[config.mk]
export PLATFORM = sky130hd
export DESIGN_NAME = mouse_keys_velocity_engine
export DESIGN_NICKNAME = d
export VERILOG_FILES = /design/src/hdl/mkve_pkg.sv /design/src/hdl/mouse_keys_velocity_engine.sv /design/src/hdl/mkve_core.sv /design/src/hdl/mkve_fifo.sv
export SDC_FILE = /design/constraint.sdc
export NUM_CORES = 1
export LEC_CHECK = 0
export ABC_CLOCK_PERIOD_IN_PS = 7970
export BUFFER_PORTS_ARGS = -buffer_cell sky130_fd_sc_hd__clkbuf_2
export CORE_MARGIN = 3
export CORE_UTILIZATION = 55
export CTS_CLUSTER_DIAMETER = 30
export DETAILED_ROUTE_END_ITERATION = 8
export PLACE_DENSITY = 0.81
export REMOVE_ABC_BUFFERS = 1
export SLEW_MARGIN = 20
export SYNTH_ARGS = -nofsm -noshare
export SYNTH_HDL_FRONTEND = slang
export SYNTH_SLANG_ARGS = --single-unit
[constraint.sdc]
create_clock -name aclk -period 7.97 [get_ports aclk]
set_input_delay 0.797 -clock aclk [delete_from_list [all_inputs] [get_ports aclk]]
set_output_delay 0.797 -clock aclk [all_outputs]
set_load 0.03 [all_outputs]
[src/hdl/mkve_pkg.sv]
package mkve_pkg;

    localparam int IN_DATA_W  = 32;
    localparam int OUT_DATA_W = 24;
    localparam int CFG_ADDR_W = 1;
    localparam int CFG_DATA_W = 16;
    localparam int OUT_DEPTH  = 4;

    localparam logic [CFG_ADDR_W-1:0] CFG_FRICTION        = 1'b0;
    localparam logic [CFG_ADDR_W-1:0] CFG_SCROLL_INTERVAL = 1'b1;

    localparam logic [4:0]  FRICTION_RESET        = 5'd1;
    localparam logic [15:0] SCROLL_INTERVAL_RESET = 16'd50;

    localparam logic MODE_KEY  = 1'b0;
    localparam logic MODE_TICK = 1'b1;

    localparam logic [7:0] KEY_BUTTON_LIMIT = 8'd8;
    localparam logic [7:0] KEY_RIGHT        = 8'd8;
    localparam logic [7:0] KEY_LEFT         = 8'd9;
    localparam logic [7:0] KEY_DOWN         = 8'd10;
    localparam logic [7:0] KEY_UP           = 8'd11;
    localparam logic [7:0] KEY_WHEEL_UP     = 8'd12;
    localparam logic [7:0] KEY_WHEEL_DOWN   = 8'd13;

    localparam logic signed [1:0] WHEEL_UP   = 2'sd1;
    localparam logic signed [1:0] WHEEL_DOWN = -2'sd1;
    localparam logic signed [1:0] WHEEL_NONE = 2'sd0;

    // first field in the highest bits
    typedef struct packed {
        logic signed [1:0] wheel;
        logic signed [3:0] move_y;
        logic signed [3:0] move_x;
        logic [7:0]        buttons;
    } report_t;

    typedef struct packed {
        logic    last;
        report_t rpt;
    } out_item_t;

    typedef struct packed {
        logic [4:0]  friction;
        logic [15:0] scroll_interval;
    } cfg_t;

    typedef struct packed {
        logic valid;
        logic dual;
    } push_t;

    // one saturating step of 4 in either direction
    function automatic logic signed [7:0] sat_step(logic signed [7:0] v, logic up);
        logic signed [8:0] s;
        s = up ? ($signed({v[7], v}) + 9'sd4) : ($signed({v[7], v}) - 9'sd4);
        if (s > 9'sd127) begin
            return 8'sd127;
        end else if (s < -9'sd128) begin
            return -8'sd128;
        end
        return s[7:0];
    endfunction

    // scale by (16 - friction)/16, round, saturate, kill small magnitudes
    function automatic logic signed [7:0] decay(logic signed [7:0] v, logic [4:0] friction);
        logic signed [5:0]  factor;
        logic signed [13:0] prod;
        logic signed [13:0] rnd;
        logic signed [9:0]  q;
        logic signed [7:0]  r;
        factor = 6'sd16 - $signed({1'b0, friction});
        prod   = $signed({{6{v[7]}}, v}) * $signed({{8{factor[5]}}, factor});
        rnd    = prod + 14'sd8;
        q      = rnd[13:4];
        if (q > 10'sd127) begin
            r = 8'sd127;
        end else if (q < -10'sd128) begin
            r = -8'sd128;
        end else begin
            r = q[7:0];
        end
        if (r > -8'sd2 && r < 8'sd2) begin
            r = 8'sd0;
        end
        return r;
    endfunction

    // divide by 16 toward zero
    function automatic logic signed [3:0] div16(logic signed [7:0] v);
        logic signed [8:0] t;
        t = v[7] ? ($signed({v[7], v}) + 9'sd15) : $signed({v[7], v});
        return t[7:4];
    endfunction

endpackage

[src/hdl/mouse_keys_velocity_engine.sv]
// a tick's reports are registered into the output queue when its transaction is accepted
// throughput: one input transaction per cycle while the output queue has two free slots
// a tick with a due wheel report yields two reports, drained one per cycle at the output while m_tready is high
// reset: aresetn synchronous active low; clears state and queue, friction 1, interval 50
module mouse_keys_velocity_engine #(
    parameter int OUT_DEPTH = mkve_pkg::OUT_DEPTH
) (
    input  logic                              aclk,
    input  logic                              aresetn,
    input  logic                              s_tvalid,
    output logic                              s_tready,
    input  logic [mkve_pkg::IN_DATA_W-1:0]    s_tdata,   // key_code, key_down, time_ms
    input  logic                              s_tuser,   // mode
    output logic                              m_tvalid,
    input  logic                              m_tready,
    output logic [mkve_pkg::OUT_DATA_W-1:0]   m_tdata,   // buttons, move_x, move_y, wheel
    output logic                              m_tlast,
    input  logic                              cfg_wr_en,
    input  logic [mkve_pkg::CFG_ADDR_W-1:0]   cfg_addr,
    input  logic [mkve_pkg::CFG_DATA_W-1:0]   cfg_wdata
);

    mkve_pkg::cfg_t      cfg_reg;
    mkve_pkg::push_t     push;
    mkve_pkg::out_item_t item_a, item_b, out_item;
    logic                in_fire;
    logic                has_room;

    always_ff @(posedge aclk) begin
        if (!aresetn) begin
            cfg_reg.friction        <= mkve_pkg::FRICTION_RESET;
            cfg_reg.scroll_interval <= mkve_pkg::SCROLL_INTERVAL_RESET;
        end else if (cfg_wr_en) begin
            unique case (cfg_addr)
                mkve_pkg::CFG_FRICTION:        cfg_reg.friction        <= cfg_wdata[4:0];
                mkve_pkg::CFG_SCROLL_INTERVAL: cfg_reg.scroll_interval <= cfg_wdata;
                default: ;
            endcase
        end
    end

    assign s_tready = has_room;
    assign in_fire  = s_tvalid && s_tready;

    mkve_core u_core (
        .aclk     (aclk),
        .aresetn  (aresetn),
        .in_fire  (in_fire),
        .mode     (s_tuser),
        .key_code (s_tdata[7:0]),
        .key_down (s_tdata[8]),
        .time_ms  (s_tdata[24:9]),
        .cfg      (cfg_reg),
        .push     (push),
        .item_a   (item_a),
        .item_b   (item_b)
    );

    mkve_fifo #(
        .DEPTH (OUT_DEPTH)
    ) u_fifo (
        .aclk      (aclk),
        .aresetn   (aresetn),
        .push      (push),
        .push_a    (item_a),
        .push_b    (item_b),
        .has_room  (has_room),
        .out_valid (m_tvalid),
        .out_ready (m_tready),
        .out_item  (out_item)
    );

    assign m_tdata = {(mkve_pkg::OUT_DATA_W - $bits(mkve_pkg::report_t))'(0), out_item.rpt};
    assign m_tlast = out_item.last;

endmodule

[src/hdl/mkve_core.sv]
module mkve_core (
    input  logic                   aclk,
    input  logic                   aresetn,
    input  logic                   in_fire,
    input  logic                   mode,
    input  logic [7:0]             key_code,
    input  logic                   key_down,
    input  logic [15:0]            time_ms,
    input  mkve_pkg::cfg_t         cfg,
    output mkve_pkg::push_t        push,
    output mkve_pkg::out_item_t    item_a,
    output mkve_pkg::out_item_t    item_b
);

    logic [7:0]         button_bits_reg, button_bits_next;
    logic [3:0]         held_dirs_reg, held_dirs_next;
    logic signed [7:0]  vel_x_reg, vel_x_next;
    logic signed [7:0]  vel_y_reg, vel_y_next;
    logic signed [3:0]  rep_x_reg, rep_x_next;
    logic signed [3:0]  rep_y_reg, rep_y_next;
    logic signed [1:0]  scroll_dir_reg, scroll_dir_next;
    logic [15:0]        scroll_due_reg, scroll_due_next;

    logic               wheel_due;
    logic signed [7:0]  vx_a, vx_b, vy_a, vy_b, vx_d, vy_d;
    logic signed [3:0]  mx, my;
    mkve_pkg::out_item_t wheel_item, move_item;

    always_comb begin
        vx_a = held_dirs_reg[0] ? mkve_pkg::sat_step(vel_x_reg, 1'b1) : vel_x_reg;
        vx_b = held_dirs_reg[1] ? mkve_pkg::sat_step(vx_a, 1'b0) : vx_a;
        vy_a = held_dirs_reg[2] ? mkve_pkg::sat_step(vel_y_reg, 1'b1) : vel_y_reg;
        vy_b = held_dirs_reg[3] ? mkve_pkg::sat_step(vy_a, 1'b0) : vy_a;
        vx_d = mkve_pkg::decay(vx_b, cfg.friction);
        vy_d = mkve_pkg::decay(vy_b, cfg.friction);
        mx   = mkve_pkg::div16(vx_d);
        my   = mkve_pkg::div16(vy_d);

        wheel_due = (scroll_dir_reg != mkve_pkg::WHEEL_NONE) && (time_ms >= scroll_due_reg);

        wheel_item.last        = 1'b0;
        wheel_item.rpt.buttons = button_bits_reg;
        wheel_item.rpt.move_x  = rep_x_reg;
        wheel_item.rpt.move_y  = rep_y_reg;
        wheel_item.rpt.wheel   = scroll_dir_reg;

        move_item.last         = 1'b1;
        move_item.rpt.buttons  = button_bits_reg;
        move_item.rpt.move_x   = mx;
        move_item.rpt.move_y   = my;
        move_item.rpt.wheel    = mkve_pkg::WHEEL_NONE;

        item_a     = wheel_due ? wheel_item : move_item;
        item_b     = move_item;
        push.valid = in_fire && (mode == mkve_pkg::MODE_TICK);
        push.dual  = wheel_due;
    end

    always_comb begin
        button_bits_next = button_bits_reg;
        held_dirs_next   = held_dirs_reg;
        vel_x_next       = vel_x_reg;
        vel_y_next       = vel_y_reg;
        rep_x_next       = rep_x_reg;
        rep_y_next       = rep_y_reg;
        scroll_dir_next  = scroll_dir_reg;
        scroll_due_next  = scroll_due_reg;
        if (in_fire) begin
            if (mode == mkve_pkg::MODE_KEY) begin
                if (key_code < mkve_pkg::KEY_BUTTON_LIMIT) begin
                    button_bits_next[key_code[2:0]] = key_down;
                end else if (key_code <= mkve_pkg::KEY_UP) begin
                    held_dirs_next[key_code[1:0]] = key_down;
                end else if (key_code == mkve_pkg::KEY_WHEEL_UP ||
                             key_code == mkve_pkg::KEY_WHEEL_DOWN) begin
                    if (!key_down) begin
                        scroll_dir_next = mkve_pkg::WHEEL_NONE;
                    end else if (key_code == mkve_pkg::KEY_WHEEL_UP) begin
                        scroll_dir_next = mkve_pkg::WHEEL_UP;
                    end else begin
                        scroll_dir_next = mkve_pkg::WHEEL_DOWN;
                    end
                    scroll_due_next = time_ms;
                end
            end else begin
                if (wheel_due) begin
                    scroll_due_next = time_ms + cfg.scroll_interval;
                end
                vel_x_next = vx_d;
                vel_y_next = vy_d;
                rep_x_next = mx;
                rep_y_next = my;
            end
        end
    end

    always_ff @(posedge aclk) begin
        if (!aresetn) begin
            button_bits_reg <= '0;
            held_dirs_reg   <= '0;
            vel_x_reg       <= '0;
            vel_y_reg       <= '0;
            rep_x_reg       <= '0;
            rep_y_reg       <= '0;
            scroll_dir_reg  <= '0;
            scroll_due_reg  <= '0;
        end else begin
            button_bits_reg <= button_bits_next;
            held_dirs_reg   <= held_dirs_next;
            vel_x_reg       <= vel_x_next;
            vel_y_reg       <= vel_y_next;
            rep_x_reg       <= rep_x_next;
            rep_y_reg       <= rep_y_next;
            scroll_dir_reg  <= scroll_dir_next;
            scroll_due_reg  <= scroll_due_next;
        end
    end

endmodule

[src/hdl/mkve_fifo.sv]
module mkve_fifo #(
    parameter int DEPTH = mkve_pkg::OUT_DEPTH
) (
    input  logic                   aclk,
    input  logic                   aresetn,
    input  mkve_pkg::push_t        push,
    input  mkve_pkg::out_item_t    push_a,
    input  mkve_pkg::out_item_t    push_b,
    output logic                   has_room,
    output logic                   out_valid,
    input  logic                   out_ready,
    output mkve_pkg::out_item_t    out_item
);

    localparam int PTR_W = (DEPTH > 1) ? $clog2(DEPTH) : 1;
    localparam int CNT_W = $clog2(DEPTH + 1);

    mkve_pkg::out_item_t mem_reg [DEPTH];
    logic [PTR_W-1:0] wr_ptr_reg, wr_ptr_next, wr_ptr_2;
    logic [PTR_W-1:0] rd_ptr_reg, rd_ptr_next;
    logic [CNT_W-1:0] count_reg, count_next;
    logic             pop;

    function automatic logic [PTR_W-1:0] inc(logic [PTR_W-1:0] p);
        return (p == PTR_W'(DEPTH - 1)) ? '0 : p + 1'b1;
    endfunction

    always_comb begin
        pop         = out_valid && out_ready;
        wr_ptr_2    = inc(wr_ptr_reg);
        wr_ptr_next = wr_ptr_reg;
        if (push.valid) begin
            wr_ptr_next = push.dual ? inc(wr_ptr_2) : wr_ptr_2;
        end
        rd_ptr_next = pop ? inc(rd_ptr_reg) : rd_ptr_reg;
        count_next  = count_reg
                    + (push.valid ? (push.dual ? CNT_W'(2) : CNT_W'(1)) : CNT_W'(0))
                    - (pop ? CNT_W'(1) : CNT_W'(0));
    end

    assign has_room  = count_reg <= CNT_W'(DEPTH - 2);
    assign out_valid = count_reg != '0;
    assign out_item  = mem_reg[rd_ptr_reg];

    always_ff @(posedge aclk) begin
        if (push.valid) begin
            mem_reg[wr_ptr_reg] <= push_a;
            if (push.dual) begin
                mem_reg[wr_ptr_2] <= push_b;
            end
        end
    end

    always_ff @(posedge aclk) begin
        if (!aresetn) begin
            wr_ptr_reg <= '0;
            rd_ptr_reg <= '0;
            count_reg  <= '0;
        end else begin
            wr_ptr_reg <= wr_ptr_next;
            rd_ptr_reg <= rd_ptr_next;
            count_reg  <= count_next;
        end
    end

endmodule

==> qor.txt <==
Fin. max-slew vios = 0
Final Setup Violations = 0
Drc violations = 0
Worst r2r src = u_core.vel_x_reg[3]
Worst stage delay on the critical path = 0.55 ns
Final worst clock skew = 0.0153 ns
Grt ovf = 0
Crit end category = flop
Post-Syn Area per Cell = 8.87 um2
Worst reg-to-reg path cell count = 29
Commonest non-fill, non-tap cell in the layout = nand2_1
Worst-Margin Slew = 1.03 ns
CTS Buffer Depth = 2
Final period utilization = 97.2%
Drt first pass iters = 6
Number of buffers added on ports = 68
Vias = 12388
Arrival time at the worst endpoint = 7.93 ns
Register area = 3850 um2
Worst reg2reg endpoint = u_fifo.mem_reg[3][8]
Initial antenna violation count = 0
Setup TNS = 0 ns
Worst min-delay path startpoint = cfg_reg[2]
Worst rel slew slack = 31.0%
DRT antenna net count = 0
Yosys reg bits = 160
Area share of the largest cell type after synthesis = 14.0%
Fmax = 129 MHz
Sink Count = 160
Core Rows = 57
Commonest non-fill, non-tap cells in the layout = nand2_1 (147), buf_4 (142), nor2_1 (135)
Total GRT Usage = 26.1%
Initial Util = 56.2%
Slowest CP cell = or4_4
H-tree depth = 4
LEAKAGE = 6.77 nW
Register area share after synthesis = 28.0%
Die height = 164 um
Core area = 24400 um2
Hold EP = cfg_reg[2]
P&R area growth vs syn = 20.8%
CP delay by family, top = adder cells
Vias in the first global route = 12192
Max-cap violations = 0
Status = completed
Ranking of synthesized cells by area = dfxtp_1 (14%), edfxtp_1 (14%), fa_1 (10%)
Critical path's most frequent cell = fa_1
Synth area leader = dfxtp_1
Post-layout util = 68.0%
Crit path required time = 8.15 ns
Die width = 164 um
Max VDD drop = 0.251 mV
Nets = 1929
Max reg flops = 76
GPL Wtd Cong = 0.916
Final hold violations = 0
Startpoint types = flop
Total wire length = 35700 um
CTS root buf = clkbuf_16
Ys flop type = dfxtp_1
WL per Instance = 17.4 um
Initial DRC count = 1140
Synth cell types = 99
R2r setup slk = 0.22 ns
Share of post-route cells with drive strength above 1 = 24.5%
Top Ports = 82
Global-route wire length before repair = 58000 um
Later-pin clock latency in the skew report = 0.43 ns
Number of enable flip-flop cells after synthesis = 64
N_diodes = 0
Syn Std Cell Area = 13700 um2
Die area = 26900 um2
TritonCTS clock tree = yes
Cells after synthesis = 1547
Worst Path Buf+Inv = 4
Largest net degree at the start of global routing = 70
Async set-reset flop share out of synthesis = 0%
Vias per cell = 6.05
Crit Path Class = flop to flop
CTS Buf Count = 17
DP HPWL = 25500 um
Min Tclk post-route = 7.75 ns
Tightest Hold Check Type = flop to flop
WP depth = 29
CTS clk-pin slew, worst paths = 0.07 ns
Area of the multi-input gates = 9870 um2
YS warnings = 0
Critical Path Fanout Max = 6
Hold Crit Depth = 2
Number of fill cells in the layout = 1830
P per Cell Area = 326 nW/um2
==> logic make-up after synthesis <==
logic type,Yosys count,share of synthesized area (%)
buffers and inverters,190,5.47
muxes,55,5.86
other,1,0.0273
AOI/OAI and AO/OA,389,19.5
and+or+nand+nor,544,19.5
xor gates and xnor gates,46,2.99
adders and majority gates,162,18.6
DFF,160,28.0
==> worst max-delay path by stage <==
stage,startpoint,endpoint,slack (ns)
6_report,u_core.vel_x_reg[3],u_fifo.mem_reg[3][8],0.22
5_1_grt,u_core.vel_y_reg[4],u_fifo.mem_reg[3][13],-0.15
4_1_cts,u_core.vel_x_reg[2],u_fifo.mem_reg[0][9],0.009
3_5_place_dp,u_core.vel_y_reg[2],u_fifo.mem_reg[0][12],-0.17
3_3_place_gp,u_core.vel_x_reg[3],u_fifo.mem_reg[1][9],-0.003
2_1_floorplan,u_core.vel_x_reg[2],u_fifo.mem_reg[0][8],-0.18
==> synth_stat cells (14+ instances only) <==
master and count:
mux2i_1 33, o21ai_0 62, nand3_1 42, a31oi_1 14
a21oi_1 99, mux4_2 19, xor2_1 14, nand2_1 151
inv_1 115, or3_1 15, a21o_1 27, a211oi_1 21
nor3_1 48, nand2b_1 17, fa_1 70, o22ai_1 19
ha_1 92, and2_1 48, edfxtp_1 64, a22oi_1 15
nor2_1 138, dfxtp_1 96, clkbuf_1 51, xnor2_1 31
o21a_1 14
==> layer usage <==
metal	GRT usage (%)	part of all wire, %	vias up	routed length (um)
li1	-	-	5901	-
met1	34.0	42	5977	15200
met2	46.1	51	439	18100
met3	3.48	4.9	71	1740
met4	6.73	2.1	0	732
met5	0	0	-	0
==> report_power, final <==
| group | internal, W | switching [W] |
|---|---|---|
| clock | 0.000439 | 0.000370 |
| sequential | 0.000938 | 0.0000809 |
| combinational | 0.00161 | 0.00196 |
==> area by class of cell <==
type / instances / share of cell area, %
Sequential cell: 160 / 23.2
Inverter: 117 / 2.65
Clock inverter: 15 / 0.891
Clock buffer: 17 / 2.57
Multi-Input combinational cell: 1203 / 59.5
Tap cell: 324 / 2.45
Timing Repair Buffer: 213 / 8.69
==> worst register-to-register path: cells and delay by family (launching register included) <==
kind | cells | cell delay, ns
simple gates | 7 | 2.09
flops | 1 | 0.37
fa+ha+maj | 7 | 2.64
buf+inv | 4 | 0.54
compound gates | 10 | 1.75
mux | 1 | 0.12
==> metrics by stage <==
stage	worst slack (ns)	hold WS (ns)	instance area, um2	instances	total power (W)
after CTS	0.00937	0.464	15800	2029	0.00490
final	0.222	0.462	16600	2049	0.00540
after detailed placement	-0.174	0.453	15100	1991	0.00397
after floorplan	-0.184	0.420	13400	1479	0.00299
after global routing	-0.145	0.486	16600	2049	0.00578
after global placement	-0.00338	0.431	15100	1991	0.00388
==> what timing repair did <==
action	CTS	global route
cloned	0	1
buffers inserted	6	19
setup endpoints to repair	34	54
hold endpoints to repair	0	0
gates resized for setup	19	129
pin swaps	14	71
hold buffers	0	0
Note: power is estimated with default switching activity, not from simulation.
